===== src/sv/pmt_pkg.sv =====
// ----------------------------------------------------------------------------
// pmt_pkg
// types and constants shared by the prescaled match timer
// ----------------------------------------------------------------------------
package pmt_pkg;

    localparam int NUM_CH     = 4;
    localparam int CH_W       = 2;
    localparam int REG_W      = 32;
    localparam int TICK_W     = 32;
    localparam int DATA_W     = 4;
    localparam int ACT_W      = 3;
    localparam int ACTIONS_W  = NUM_CH * ACT_W;
    localparam int SUM_W      = TICK_W + 1;
    localparam int DIV_STEPS  = SUM_W;
    localparam int STEP_W     = 6;
    localparam int IDX_W      = 3;
    localparam int S_TDATA_W  = 40;
    localparam int M_TDATA_W  = 40;

    // action bits within one channel's group
    localparam int ACT_IRQ  = 0;
    localparam int ACT_SUB  = 1;
    localparam int ACT_STOP = 2;

    // control word bits
    localparam int CTL_EN  = 0;
    localparam int CTL_RST = 1;

    typedef enum logic [IDX_W-1:0] {
        REG_MATCH0,
        REG_MATCH1,
        REG_MATCH2,
        REG_MATCH3,
        REG_ACTIONS,
        REG_PRESCALE
    } reg_index_t;

    typedef enum logic [1:0] {
        OP_ADVANCE,
        OP_CONTROL,
        OP_CLEAR,
        OP_READ
    } opcode_t;

    typedef enum logic [2:0] {
        ST_IDLE,
        ST_DIVIDE,
        ST_ADD,
        ST_MATCH,
        ST_EMIT
    } state_t;

    typedef struct packed {
        logic            load;
        logic            div_step;
        logic            add;
        logic            match;
        logic [CH_W-1:0] ch;
        logic            emit;
    } pmt_cmd_t;

    typedef struct packed {
        logic enabled;
        logic out_free;
    } pmt_status_t;

endpackage


===== src/sv/pmt_ctrl.sv =====
// ----------------------------------------------------------------------------
// pmt_ctrl
// sequencer: accept, then divide, add and channel checks for an advance while enabled, then emit
// ----------------------------------------------------------------------------
module pmt_ctrl
(
    input  logic                 clk,
    input  logic                 rst_n,
    input  logic                 in_valid,
    output logic                 in_ready,
    input  pmt_pkg::opcode_t     opcode,
    input  pmt_pkg::pmt_status_t status,
    output pmt_pkg::pmt_cmd_t    cmd
);

    pmt_pkg::state_t              state_reg, state_next;
    logic [pmt_pkg::STEP_W-1:0]   step_reg, step_next;

    always_ff @(posedge clk or negedge rst_n)
    begin
        if (!rst_n)
        begin
            state_reg <= pmt_pkg::ST_IDLE;
            step_reg  <= '0;
        end
        else
        begin
            state_reg <= state_next;
            step_reg  <= step_next;
        end
    end

    always_comb
    begin
        state_next = state_reg;
        step_next  = step_reg;
        cmd        = '0;
        in_ready   = 1'b0;
        case (state_reg)
            pmt_pkg::ST_IDLE:
            begin
                in_ready = 1'b1;
                if (in_valid)
                begin
                    cmd.load = 1'b1;
                    if (opcode == pmt_pkg::OP_ADVANCE && status.enabled)
                    begin
                        state_next = pmt_pkg::ST_DIVIDE;
                        step_next  = '0;
                    end
                    else
                    begin
                        state_next = pmt_pkg::ST_EMIT;
                    end
                end
            end
            pmt_pkg::ST_DIVIDE:
            begin
                cmd.div_step = 1'b1;
                if (step_reg == pmt_pkg::STEP_W'(pmt_pkg::DIV_STEPS - 1))
                begin
                    state_next = pmt_pkg::ST_ADD;
                end
                else
                begin
                    step_next = step_reg + pmt_pkg::STEP_W'(1);
                end
            end
            pmt_pkg::ST_ADD:
            begin
                cmd.add    = 1'b1;
                step_next  = '0;
                state_next = pmt_pkg::ST_MATCH;
            end
            pmt_pkg::ST_MATCH:
            begin
                cmd.match = 1'b1;
                cmd.ch    = step_reg[pmt_pkg::CH_W-1:0];
                if (step_reg == pmt_pkg::STEP_W'(pmt_pkg::NUM_CH - 1))
                begin
                    state_next = pmt_pkg::ST_EMIT;
                end
                else
                begin
                    step_next = step_reg + pmt_pkg::STEP_W'(1);
                end
            end
            pmt_pkg::ST_EMIT:
            begin
                if (status.out_free)
                begin
                    cmd.emit   = 1'b1;
                    state_next = pmt_pkg::ST_IDLE;
                end
            end
            default:
            begin
                state_next = pmt_pkg::ST_IDLE;
            end
        endcase
    end

endmodule


===== src/sv/pmt_datapath.sv =====
// ----------------------------------------------------------------------------
// pmt_datapath
// timer state, config registers, radix-2 divider, match unit, output word
// ----------------------------------------------------------------------------
module pmt_datapath
#(
    parameter int COUNT_WIDTH = 32
)
(
    input  logic                            clk,
    input  logic                            rst_n,
    input  pmt_pkg::pmt_cmd_t               cmd,
    output pmt_pkg::pmt_status_t            status,
    input  pmt_pkg::opcode_t                opcode,
    input  logic [pmt_pkg::TICK_W-1:0]      elapsed_ticks,
    input  logic [pmt_pkg::DATA_W-1:0]      write_data,
    input  logic                            wr_en,
    input  logic [pmt_pkg::IDX_W-1:0]       wr_index,
    input  logic [pmt_pkg::REG_W-1:0]       wr_data,
    output logic                            out_valid,
    input  logic                            out_ready,
    output logic [pmt_pkg::REG_W-1:0]       count_value,
    output logic [pmt_pkg::NUM_CH-1:0]      interrupt_flags,
    output logic                            running,
    output logic                            irq
);

    // configuration
    logic [pmt_pkg::REG_W-1:0]     match_value_reg [pmt_pkg::NUM_CH];
    logic [pmt_pkg::ACTIONS_W-1:0] actions_reg;
    logic [pmt_pkg::REG_W-1:0]     prescale_limit_reg;

    // timer state
    logic [COUNT_WIDTH-1:0]        count_reg, count_next;
    logic [pmt_pkg::REG_W-1:0]     prescale_reg, prescale_next;
    logic                          enable_reg, enable_next;
    logic [pmt_pkg::NUM_CH-1:0]    flags_reg, flags_next;

    // divider and match working registers
    logic [pmt_pkg::SUM_W-1:0]     quo_reg, quo_next;
    logic [pmt_pkg::SUM_W-1:0]     rem_reg, rem_next;
    logic [pmt_pkg::SUM_W-1:0]     divisor_reg, divisor_next;
    logic [COUNT_WIDTH-1:0]        before_reg, before_next;

    // output word
    logic                          out_valid_reg, out_valid_next;
    logic [pmt_pkg::REG_W-1:0]     out_count_reg;
    logic [pmt_pkg::NUM_CH-1:0]    out_flags_reg;
    logic                          out_running_reg;
    logic                          out_irq_reg;

    logic [pmt_pkg::SUM_W:0]       rem_shift;
    logic [pmt_pkg::SUM_W:0]       rem_diff;
    logic [pmt_pkg::REG_W-1:0]     mv;
    logic [pmt_pkg::ACT_W-1:0]     act;
    logic [pmt_pkg::REG_W-1:0]     count_ext;
    logic [pmt_pkg::REG_W-1:0]     before_ext;
    logic                          hit;

    assign status.enabled  = enable_reg;
    assign status.out_free = !out_valid_reg || out_ready;

    always_ff @(posedge clk or negedge rst_n)
    begin
        if (!rst_n)
        begin
            for (int i = 0; i < pmt_pkg::NUM_CH; i++)
            begin
                match_value_reg[i] <= '0;
            end
            actions_reg        <= '0;
            prescale_limit_reg <= '0;
        end
        else if (wr_en)
        begin
            case (wr_index)
                pmt_pkg::REG_MATCH0:   match_value_reg[0] <= wr_data;
                pmt_pkg::REG_MATCH1:   match_value_reg[1] <= wr_data;
                pmt_pkg::REG_MATCH2:   match_value_reg[2] <= wr_data;
                pmt_pkg::REG_MATCH3:   match_value_reg[3] <= wr_data;
                pmt_pkg::REG_ACTIONS:  actions_reg <= wr_data[pmt_pkg::ACTIONS_W-1:0];
                pmt_pkg::REG_PRESCALE: prescale_limit_reg <= wr_data;
                default: ;
            endcase
        end
    end

    always_ff @(posedge clk or negedge rst_n)
    begin
        if (!rst_n)
        begin
            count_reg     <= '0;
            prescale_reg  <= '0;
            enable_reg    <= 1'b0;
            flags_reg     <= '0;
            out_valid_reg <= 1'b0;
        end
        else
        begin
            count_reg     <= count_next;
            prescale_reg  <= prescale_next;
            enable_reg    <= enable_next;
            flags_reg     <= flags_next;
            out_valid_reg <= out_valid_next;
        end
    end

    always_ff @(posedge clk)
    begin
        quo_reg     <= quo_next;
        rem_reg     <= rem_next;
        divisor_reg <= divisor_next;
        before_reg  <= before_next;
        if (cmd.emit)
        begin
            out_count_reg   <= pmt_pkg::REG_W'(count_reg);
            out_flags_reg   <= flags_reg;
            out_running_reg <= enable_reg;
            out_irq_reg     <= |flags_reg;
        end
    end

    // one quotient bit per step
    assign rem_shift = {rem_reg, quo_reg[pmt_pkg::SUM_W-1]};
    assign rem_diff  = rem_shift - {1'b0, divisor_reg};

    assign mv         = match_value_reg[cmd.ch];
    assign act        = actions_reg[cmd.ch*pmt_pkg::ACT_W +: pmt_pkg::ACT_W];
    assign count_ext  = pmt_pkg::REG_W'(count_reg);
    assign before_ext = pmt_pkg::REG_W'(before_reg);
    assign hit        = (before_ext < mv) && (count_ext >= mv);

    always_comb
    begin
        count_next     = count_reg;
        prescale_next  = prescale_reg;
        enable_next    = enable_reg;
        flags_next     = flags_reg;
        quo_next       = quo_reg;
        rem_next       = rem_reg;
        divisor_next   = divisor_reg;
        before_next    = before_reg;
        out_valid_next = out_valid_reg;

        if (cmd.load)
        begin
            case (opcode)
                pmt_pkg::OP_CONTROL:
                begin
                    if (write_data[pmt_pkg::CTL_RST])
                    begin
                        count_next    = '0;
                        prescale_next = '0;
                    end
                    enable_next = write_data[pmt_pkg::CTL_EN];
                end
                pmt_pkg::OP_CLEAR:
                begin
                    flags_next = flags_reg & ~write_data;
                end
                default: ;
            endcase
            quo_next     = {1'b0, prescale_reg} + {1'b0, elapsed_ticks};
            rem_next     = '0;
            divisor_next = {1'b0, prescale_limit_reg} + pmt_pkg::SUM_W'(1);
            before_next  = count_reg;
        end

        if (cmd.div_step)
        begin
            if (!rem_diff[pmt_pkg::SUM_W])
            begin
                rem_next = rem_diff[pmt_pkg::SUM_W-1:0];
                quo_next = {quo_reg[pmt_pkg::SUM_W-2:0], 1'b1};
            end
            else
            begin
                rem_next = rem_shift[pmt_pkg::SUM_W-1:0];
                quo_next = {quo_reg[pmt_pkg::SUM_W-2:0], 1'b0};
            end
        end

        if (cmd.add)
        begin
            count_next    = count_reg + quo_reg[COUNT_WIDTH-1:0];
            prescale_next = rem_reg[pmt_pkg::REG_W-1:0];
        end

        if (cmd.match && hit)
        begin
            if (act[pmt_pkg::ACT_IRQ])
            begin
                flags_next[cmd.ch] = 1'b1;
            end
            if (act[pmt_pkg::ACT_STOP])
            begin
                enable_next = 1'b0;
            end
            if (act[pmt_pkg::ACT_SUB])
            begin
                count_next = count_reg - mv[COUNT_WIDTH-1:0];
            end
        end

        if (cmd.emit)
        begin
            out_valid_next = 1'b1;
        end
        else if (out_ready)
        begin
            out_valid_next = 1'b0;
        end
    end

    assign out_valid       = out_valid_reg;
    assign count_value     = out_count_reg;
    assign interrupt_flags = out_flags_reg;
    assign running         = out_running_reg;
    assign irq             = out_irq_reg;

endmodule


===== src/sv/prescaled_match_timer.sv =====
// ----------------------------------------------------------------------------
// prescaled_match_timer
// timer with prescaler and four match channels, one status word per command
// ----------------------------------------------------------------------------
// an advance while enabled runs, after acceptance, 33 divider steps, an add step,
//   four channel checks and an emit step, which sets the registered m_tvalid
// other commands and advances while stopped go from acceptance straight to emit
// a new command is taken only in idle, once the last one has emitted; the radix-2
//   divider sets the pace of advances; a stalled output holds emit
// reset: rst_n clears count, prescale count, enable, flags, output valid and config registers
// ----------------------------------------------------------------------------
module prescaled_match_timer
#(
    parameter int COUNT_WIDTH = 32
)
(
    input  logic                              clk,
    input  logic                              rst_n,
    // command words
    input  logic                              s_tvalid,
    output logic                              s_tready,
    input  logic [pmt_pkg::S_TDATA_W-1:0]     s_tdata,   // elapsed_ticks, write_data, pad
    input  logic [1:0]                        s_tuser,   // opcode
    // status words
    output logic                              m_tvalid,
    input  logic                              m_tready,
    output logic [pmt_pkg::M_TDATA_W-1:0]     m_tdata,   // count_value, interrupt_flags,
                                                         // running, irq, pad
    // register writes
    input  logic                              wr_en,
    input  logic [pmt_pkg::IDX_W-1:0]         wr_index,
    input  logic [pmt_pkg::REG_W-1:0]         wr_data
);

    localparam int OUT_USED_W = pmt_pkg::REG_W + pmt_pkg::NUM_CH + 2;

    pmt_pkg::pmt_cmd_t                cmd;
    pmt_pkg::pmt_status_t             status;
    pmt_pkg::opcode_t                 opcode;
    logic [pmt_pkg::TICK_W-1:0]       elapsed_ticks;
    logic [pmt_pkg::DATA_W-1:0]       write_data;
    logic [pmt_pkg::REG_W-1:0]        count_value;
    logic [pmt_pkg::NUM_CH-1:0]       interrupt_flags;
    logic                             running;
    logic                             irq;

    // unpack the command word
    assign opcode        = pmt_pkg::opcode_t'(s_tuser);
    assign elapsed_ticks = s_tdata[pmt_pkg::TICK_W-1:0];
    assign write_data    = s_tdata[pmt_pkg::TICK_W +: pmt_pkg::DATA_W];

    // sequencer: accepts only when idle, holds in emit until the output frees
    pmt_ctrl u_ctrl
    (
        .clk      (clk),
        .rst_n    (rst_n),
        .in_valid (s_tvalid),
        .in_ready (s_tready),
        .opcode   (opcode),
        .status   (status),
        .cmd      (cmd)
    );

    // timer state, divider and match unit; the output register lets the
    // next command in while a status word still waits
    pmt_datapath
    #(
        .COUNT_WIDTH (COUNT_WIDTH)
    )
    u_datapath
    (
        .clk             (clk),
        .rst_n           (rst_n),
        .cmd             (cmd),
        .status          (status),
        .opcode          (opcode),
        .elapsed_ticks   (elapsed_ticks),
        .write_data      (write_data),
        .wr_en           (wr_en),
        .wr_index        (wr_index),
        .wr_data         (wr_data),
        .out_valid       (m_tvalid),
        .out_ready       (m_tready),
        .count_value     (count_value),
        .interrupt_flags (interrupt_flags),
        .running         (running),
        .irq             (irq)
    );

    // pack the status word, count in the low bits
    assign m_tdata = {{(pmt_pkg::M_TDATA_W - OUT_USED_W){1'b0}},
                      irq, running, interrupt_flags, count_value};

endmodule


===== config.mk =====
export PLATFORM = sky130hd
export DESIGN_NAME = prescaled_match_timer
export DESIGN_NICKNAME = d
export VERILOG_FILES = /design/src/sv/pmt_pkg.sv /design/src/sv/pmt_ctrl.sv /design/src/sv/pmt_datapath.sv /design/src/sv/prescaled_match_timer.sv
export SDC_FILE = /design/constraint.sdc
export NUM_CORES = 1
export LEC_CHECK = 0
export ABC_AREA = 1
export BUFFER_PORTS_ARGS = -buffer_cell sky130_fd_sc_hd__buf_2
export CAP_MARGIN = 20
export CELL_PAD_IN_SITES_DETAIL_PLACEMENT = 2
export CELL_PAD_IN_SITES_GLOBAL_PLACEMENT = 2
export CORE_MARGIN = 2
export CORE_UTILIZATION = 38
export DETAILED_ROUTE_END_ITERATION = 8
export PLACE_DENSITY_LB_ADDON = 0.1
export SLEW_MARGIN = 20
export SYNTH_ARGS = -nofsm -noshare
export SYNTH_HDL_FRONTEND = slang
export SYNTH_SLANG_ARGS = --single-unit

===== constraint.sdc =====
create_clock -name clk -period 6.2 [get_ports clk]
set_clock_uncertainty 0.2 [all_clocks]
set_input_delay 0.93 -clock clk [delete_from_list [all_inputs] [get_ports clk]]
set_output_delay 0.93 -clock clk [all_outputs]
set_load 0.01 [all_outputs]

# Word-level counts from Yosys, hierarchy flattened
# Cells that the tools add are included.
[op_classes]
addsub = 6
n_mul = 1
div_mod_pow = 0
n_lt_le_gt_ge = 5
eq_ne = 20
n_shift = 1
mux = 50
n_bitwise = 4
n_reduce_logical = 25
[op_table]
columns = ["operator", "count"]
rows = [
  ["2-to-1 mux 32 bit", 12],
  ["2-to-1 mux 33 bit", 5],
  ["binary-select mux 32 bit (select 2 bit)", 1],
  ["subtractor 34 x 33 -> 34 bit", 1],
  ["adder 32 x 1 -> 33 bit, second input constant", 1],
  ["adder 32 x 32 -> 33 bit", 1],
  ["adder 32 bit", 1],
  ["greater-or-equal comparator 32 bit", 1],
  ["< comparator 32 bit", 1],
  ["subtractor 32 bit", 1],
  ["2-to-1 mux 6 bit", 4],
  ["case mux 6 bit (4 select lines)", 1],
  ["2-to-1 mux 3 bit", 6],
  ["2-to-1 mux 4 bit", 4],
  ["2-to-1 mux 1 bit", 15],
  ["case mux 3 bit (5 select lines)", 1],
  ["== test 3 x 2 -> 1 bit, second input constant", 4],
  ["AND reduction 2 bit", 6],
  ["indexed part select 12 x 5 -> 3 bit", 1],
  ["nonzero test 2 bit", 5],
  ["== test 3 bit, second input constant", 3],
  ["!= test 2 bit, second input constant", 4],
  ["adder 6 x 1 -> 6 bit, second input constant", 1],
  ["== test 3 x 1 -> 1 bit, second input constant", 2],
  ["24 further kinds", 30],
]
[totals]
register_bits = 420
latchBits = 0
mem_bits_rw = 0
rom_bits = 0
mem_count = 0

# Longest topological paths before layout
# Gate-level depths: netlist of the first run.
[logic_depth]
word_depth = 10
depth_mapped = 26
depth_no_buf = 24

# By module
# From an unflattened synthesis of the first run, not the netlist that was laid out.
[unflattened]
hier_cells = 3529
hier_area_um2 = 27023.4
[by_module_without_submodules]
columns = ["mod", "n_inst", "cells_each", "area_each_um2"]
rows = [
  ["pmt_datapath", 1, 3423, 26289.0],
  ["pmt_ctrl", 1, 101, 700.7],
  ["prescaled_match_timer", 1, 5, 33.8],
]

# Least setup slack after synthesis of the first run
# Ideal clock, no wire load.
[synth_path]
path_kind = "in2reg"
from = "input port s_tvalid"
to = "register u_datapath.quo_reg[0] (netlist name), enable pin"
arrival_ns = 4.147
required_ns = 5.580
setup_slack_ns = 1.433
path_stages = 4
path_buffers = 0
cell_sequence = "inv_1 -> nor2_2 -> nor2_1 -> inv_1"
[synth_rtl]
columns = ["element", "line_no", "text"]
rows = [
  ["from (decl)", "prescaled_match_timer.sv:20", "input logic s_tvalid,"],
  ["to (signal assigned)", "pmt_datapath.sv:110", "quo_reg <= quo_next;"],
  ["to (decl)", "pmt_datapath.sv:40", "logic [pmt_pkg::SUM_W-1:0] quo_reg, quo_next;"],
]

# Worst setup path after layout of the first run
[layout_path]
from = "register u_ctrl.state_reg[0]"
to = "register u_datapath.count_reg[17], in the netlist u_datapath.count_ext[17]"
[layout_between]
elab_chain_len = 10
elab_cells_between_ends = 21
[layout_rtl]
columns = ["element", "line_no", "text"]
rows = [
  ["from (decl)", "pmt_ctrl.sv:16", "pmt_pkg::state_t state_reg, state_next;"],
  ["from (signal assigned)", "pmt_ctrl.sv:23", "state_reg <= pmt_pkg::ST_IDLE;"],
  ["from (signal assigned)", "pmt_ctrl.sv:28", "state_reg <= state_next;"],
  ["== test 3 x 2 -> 1 bit", "pmt_ctrl.sv:39", "case (state_reg)"],
  ["2-to-1 mux 3 bit", "pmt_ctrl.sv:39", ""],
  ["inverter 2 -> 3 bit (implied by the code)", "pmt_datapath.sv:127", "assign mv = match_value_reg[cmd.ch];"],
  ["binary-select mux 32 bit (select 2 bit)", "pmt_datapath.sv:127", ""],
  ["2-to-1 mux 32 bit (implied by the code) (2 in series)", "pmt_datapath.sv:127", ""],
  ["< comparator 32 bit or greater-or-equal comparator 32 bit (tied branches)", "pmt_datapath.sv:131", "assign hit = (before_ext < mv) && (count_ext >= mv);"],
  ["logical AND 1 bit", "pmt_datapath.sv:131", ""],
  ["logical AND 1 bit", "pmt_datapath.sv:189", "if (cmd.match && hit)"],
  ["2-to-1 mux 32 bit *", "pmt_datapath.sv:189", ""],
  ["named net u_datapath.count_next[17]", "pmt_datapath.sv:34", "logic [COUNT_WIDTH-1:0] count_reg, count_next;"],
  ["to (signal assigned)", "pmt_datapath.sv:100", "count_reg <= count_next;"],
  ["to (decl)", "pmt_datapath.sv:34", ""],
]
# Mark *: on every way through the listed nets, which the timed path passes. The rest lies on a longest branch. The select of a mux whose other input is x is not followed.
# A chain may end at the register's enable or synchronous reset.

==> results of run 1 <==
## cells in the mapped netlist, types with 18 or more instances
cell type / number / share of area, %
o21ai_0: 371 / 7.1
nand3_1: 168 / 3.2
o21bai_1: 21 / 0.61
nor2_1: 265 / 3.8
nand2_1: 876 / 13
ha_1: 162 / 7.8
buf_2: 18 / 0.35
nand4_1: 34 / 0.82
xor2_1: 65 / 2.2
xnor2_1: 33 / 1.1
edfxtp_1: 169 / 20
inv_1: 322 / 4.7
a221oi_1: 20 / 0.67
a21oi_1: 186 / 3.6
a22o_1: 35 / 1.2
nor3_1: 31 / 0.60
dfrtp_1: 251 / 24
clkbuf_1: 60 / 0.87
## final cells by class
| class | instances | area [µm²] | share of cell area [%] |
|---|---|---|---|
| Multi-Input combinational cell | 2417 | 13000 | 44.2 |
| Sequential cell | 420 | 11400 | 38.7 |
| Clock buffer | 71 | 1490 | 5.06 |
| Inverter | 329 | 1230 | 4.21 |
| Tap cell | 873 | 1090 | 3.72 |
| Timing Repair Buffer | 159 | 952 | 3.24 |
| Clock inverter | 23 | 250 | 0.853 |
## how the worst min path moves through the flow
stage               cells after the start                              end  slack [ns]                       startpoint
floorplan                               0    u_datapath.interrupt_flags[3]        0.23          u_datapath.flags_reg[3]
global placement                        2  u_datapath.match_value_reg[105]        0.26  u_datapath.match_value_reg[105]
detailed placement                      2   u_datapath.match_value_reg[69]        0.27   u_datapath.match_value_reg[69]
CTS                                     1          u_datapath.flags_reg[3]        0.03                            rst_n
global route                            1               u_ctrl.step_reg[4]        0.05                            rst_n
finish                                  1               u_ctrl.step_reg[4]        0.03                            rst_n
## where the power goes
group,internal [mW],leakage (nW),switching [mW]
combinational,2.85,8.09,6.35
clock,1.81,0.854,1.28
sequential,4.04,4.78,0.962
## kinds of logic after synthesis
kind of cell | after synthesis | share of synthesized area, %
simple gates | 1431 | 22.7
xor+xnor | 98 | 3.30
fa+ha+maj | 166 | 8.11
compound gates | 720 | 15.7
other cells | 1 | 0.0144
flops | 420 | 43.7
buf+inv | 424 | 6.52
## routing by layer
| layer | track usage, % | routed length [µm] | up-vias |
|---|---|---|---|
| li1 | - | - | 11200 |
| met1 | 38.9 | 46500 | 12100 |
| met2 | 52.0 | 51600 | 398 |
| met3 | 3.09 | 3350 | 175 |
| met4 | 11.2 | 4120 | 2 |
| met5 | 0 | 13 | - |
## worst max-delay path: stages (launching register included)
cell      delay (ns)
dfrtp_1         0.53
nand2_2         0.11
nor2_4          0.35
nand2_1         0.10
buf_4           0.23
inv_1           0.62
buf_4           0.25
a22o_1          0.15
a221oi_1        0.08
ha_1            0.43
nand2_1         0.10
o21ai_1         0.30
a21boi_0        0.27
o21ai_1         0.49
nand2_1         0.11
nand2_1         0.11
xor2_1          0.37
nand2_1         0.11
nand2_1         0.09
nand3_1         0.07
nand2_1         0.09
## stage by stage
stage          instance area [µm²]  setup WS [ns]  hold WS [ns]
6_report                     29400          0.899        0.0306
3_3_place_gp                 27600           1.22         0.262
3_5_place_dp                 27600           1.06         0.268
4_1_cts                      29300          0.958        0.0255
5_1_grt                      29400          0.668        0.0529
2_1_floorplan                26000           1.43         0.232
==> flow_summary.toml, run 1 <==
[clock_tree]
cts_max_path_buffers = 3
insertion_delay_ns = 0.64
post-cts-setup-buffers = 0
cts.htree.levels = 2
cts_made_buffers = 50
cts.sinks = 420
cts-root-buf = "clkbuf_16"
cts_resized = 0
hold_buffers = 0
clk_pin_slew_ns = 0.06
cts_tree = "yes"

[place]
dpl.hpwl_mm = 81.0
placed_cells = 4198
io_buffers = 117
place_congestion = 0.915

[floorplanning]
io_pins = 124
coreArea_um2 = 67400
die_h_um = 265
initial_core_util_pct = 38.6
dieArea_um2 = 70500
rows = 95
fp.dieW_um = 265

[logic_synthesis]
ys_seq_elements = 420
synth_area_um2 = 26000
async_flop_share_pct = 59.8
syn_inst = 3260
yosys_warnings = 0
synth_cell_types = 56
synth-seq-area-share_pct = 43.7
synth-main-ff-cell = "dfrtp_1"
avgSynthCellArea_um2 = 7.97
synth_edf_count = 169

[flow_run]
max_cap_viol_count = 0

[sta]
min_period_over_period_pct = 85.5
tightest_slew_ns = 1.12
rsz0062_at_grt = "no"
finalCriticalPeriod_ns = 5.30
setup_viol = 0
finalSetupTns_ns = 0
max_freq_ghz = 0.189
hold_viol = 0
maxSlewViolCount = 0
slew_headroom_pct = 25.2

[drt]
drtPass1Iterations = 5
ant_nets = 0
dr.first_iter.drc_count = 1249
via_per_inst = 5.56
wl_mm = 105
wl_per_cell_um = 24.6
drc = 0
vias = 23900

[layout]
mostFrequentLayoutCells = "873 x nand2_1, 368 x o21ai_0, 320 x inv_1, 263 x nor2_1, 251 x dfrtp_1"
final.fill_count = 7689
largest_reg_flops = 128
diodes = 0
area_growth_pct = 13.0
fin_util_pct = 43.6
nets = 3625
fin_cells = 4292
final_common_cell = "nand2_1"
drive_above_1_share_pct = 8.25

[setup_path]
required_ns = 6.51
critPathArrivalTime_ns = 5.61
reg2reg_slack_ns = 0.90
cp-start-kind = "flip-flop"
crit_fanout = 19
startpoint = "u_ctrl.state_reg[0]"
r2r-start = "u_ctrl.state_reg[0]"
r2r_cells = 20
cp-endpoint = "u_datapath.count_ext[17]"
cp-end-kind = "flip-flop"
path_class = "reg2reg"
worst_r2r_endpoint = "u_datapath.count_ext[17]"

[grt]
first_global_vias = 26500
antenna_found_initial = 1
grt_max_degree = 110
grt_pass1_wl_mm = 162
grt_util_all_layers_pct = 30.1
overflow = 0

[pwr]
vdd_ir_drop_max_uv = 232
p_per_area_nw_per_um2 = 589
p_total_mw = 17.3
power.leakage_nw = 13.7

[worst_hold_path]
hold_class = "in2async"

[status]
status = "finished, final reports clean"
Note: power is estimated with default switching activity, not from simulation.
==> inputs of run 2 (changes only) <==
--- a/config.mk
+++ b/config.mk
@@ -8,9 +8,8 @@
 export ABC_AREA = 1
 export BUFFER_PORTS_ARGS = -buffer_cell sky130_fd_sc_hd__buf_2
 export CAP_MARGIN = 20
-export CELL_PAD_IN_SITES_DETAIL_PLACEMENT = 2
+export CELL_PAD_IN_SITES_DETAIL_PLACEMENT = 1
 export CELL_PAD_IN_SITES_GLOBAL_PLACEMENT = 2
-export CORE_MARGIN = 2
 export CORE_UTILIZATION = 38
 export DETAILED_ROUTE_END_ITERATION = 8
 export PLACE_DENSITY_LB_ADDON = 0.1
==> run 2 against run 1 <==
  * Non-clock buffer count did not move
  * Total power fell by 3.8%
  * Clock power fell by 7.8%
  * Cell count barely moved
  * Via count fell by 3.0%
  * Sequential power barely moved
  * Setup slack improved by 0.39 ns
  * Largest cell class unchanged
  * First-iteration DRC count rose by 11%
  * Highest routed layer unchanged
  * Flip-flop and latch count did not move
  * Hold slack improved by 0.083 ns
  * Final area fell by 0.56%
==> flow_summary.toml, run 2 (synthesis results as in run 1) <==
[clock_tree]
hold_buffers = 0
cts.sinks = 420
post-cts-setup-buffers = 0
clk_pin_slew_ns = 0.06
cts_tree = "yes"
cts_max_path_buffers = 3
cts-root-buf = "clkbuf_16"
insertion_delay_ns = 0.60
cts.htree.levels = 2
cts_made_buffers = 49
cts_resized = 0

[drt]
dr.first_iter.drc_count = 1391
vias = 23100
drtPass1Iterations = 5
drc = 0
ant_nets = 0
wl_mm = 94.1
via_per_inst = 5.40
wl_per_cell_um = 22.0

[sta]
slew_headroom_pct = 19.3
setup_viol = 0
hold_viol = 0
finalSetupTns_ns = 0
maxSlewViolCount = 0
finalCriticalPeriod_ns = 4.92
worst_slack_ns = 1.28
tightest_slew_ns = 1.20
rsz0062_at_grt = "no"
max_freq_ghz = 0.203
min_period_over_period_pct = 79.3

[place]
dp_slack_ns = 1.33
place_area_um2 = 27600
dpl.hpwl_mm = 73.7
io_buffers = 117
place_congestion = 0.924

[layout]
mostFrequentLayoutCells = "873 x nand2_1, 368 x o21ai_0, 320 x inv_1, 263 x nor2_1, 251 x dfrtp_1"
largest_reg_flops = 128
diodes = 0
drive_above_1_share_pct = 8.08
fin_util_pct = 43.3
final_common_cell = "nand2_1"
area_growth_pct = 12.3
nets = 3624
fin_area_um2 = 29200

[floorplanning]
die_h_um = 263
rows = 95
dieArea_um2 = 69400
io_pins = 124
initial_core_util_pct = 38.6
coreArea_um2 = 67400
fp.dieW_um = 263

[setup_path]
crit_top_cell = "nand2_2"
required_ns = 6.51
cp-end-kind = "flip-flop"
crit_chain = "nand2_2 > nor2_4 > nand2_2 > clkinv_1 > nand2_2 > inv_2 > a22o_1 > a221oi_1 > buf_4 > ha_1 > inv_1 > nor3_1 > inv_1 > nor4_1 > nand4_1 > nand3_1 > nand2_1 > inv_2 > buf_4 > nand3_1 > nand2_1"
cp_slowest_cell = "inv_2"
path_buf_inv = 7
cpLargestDelayFamily = "simple AND/OR/NAND/NOR gates"
critPathArrivalTime_ns = 5.23
cp-start-kind = "flip-flop"
path_class = "reg2reg"
crit_fanout = 22
critPathMaxStageDelay_ns = 0.52

[grt]
grt_util_all_layers_pct = 27.1
overflow = 0
first_global_vias = 24100
grt_max_degree = 98
antenna_found_initial = 6
grt_pass1_wl_mm = 143

[status]
status = "finished, final reports clean"

[flow_run]
max_cap_viol_count = 0

[pwr]
p_per_area_nw_per_um2 = 570
p_total_mw = 16.6
power.leakage_nw = 13.6
vdd_ir_drop_max_uv = 248

[worst_hold_path]
hold_class = "in2async"
==> run 2: cell types whose count changed in the layout (fill, tap and decap cells not counted), sizes merged <==
cell      delta
clkbuf       -4
inv          -1
clkinvlp     +1
==> run 2: through the flow <==
stage	hold slack [ns]	cells
global placement	0.253	4197
CTS	0.181	4288
finish	0.113	4288
floorplan	0.232	3261
global route	0.221	4288
detailed placement	0.256	4198
==> run 2: path summary, 6_finish.rpt <==
| kind | startpoint | endpoint | slack [ns] | depth (start not counted) |
|---|---|---|---|---|
| setup / recovery | u_ctrl.state_reg[0] | u_datapath.count_ext[23] | 1.28 | 21 |
| hold / removal | rst_n | u_ctrl.step_reg[4] | 0.11 | 1 |
| setup reg to reg | u_ctrl.state_reg[0] | u_datapath.count_ext[23] | 1.28 | 21 |
| hold reg to reg | u_datapath.flags_reg[2] | u_datapath.interrupt_flags[2] | 0.28 | 0 |
| max in group asynchronous | rst_n | u_datapath.prescale_limit_reg[16] | 4.24 | 2 |
| min in group clk | u_datapath.flags_reg[2] | u_datapath.interrupt_flags[2] | 0.28 | 0 |
==> run 2: layer usage <==
layer	share of wire [%]	global-route usage, %	vias to the layer above
met3	3.8	4.22	152
met4	3.9	10.6	2
met5	0.013	0	-
met1	46	35.7	11400
met2	47	44.6	381
li1	-	-	11200
==> run 2: layout make-up <==
type                            count  area (µm²)
Multi-Input combinational cell   2417       13000
Inverter                          329        1240
Clock buffer                       67        1350
Clock inverter                     23         229
Fill cell                        8141       38200
Sequential cell                   420       11400
Tap cell                          873        1090
Timing Repair Buffer              159         940
==> run 2: power by group <==
part	switching [mW]	total [mW]	internal (mW)
logic	5.95	8.79	2.83
clock network	1.19	2.85	1.66
registers	0.953	4.99	4.04
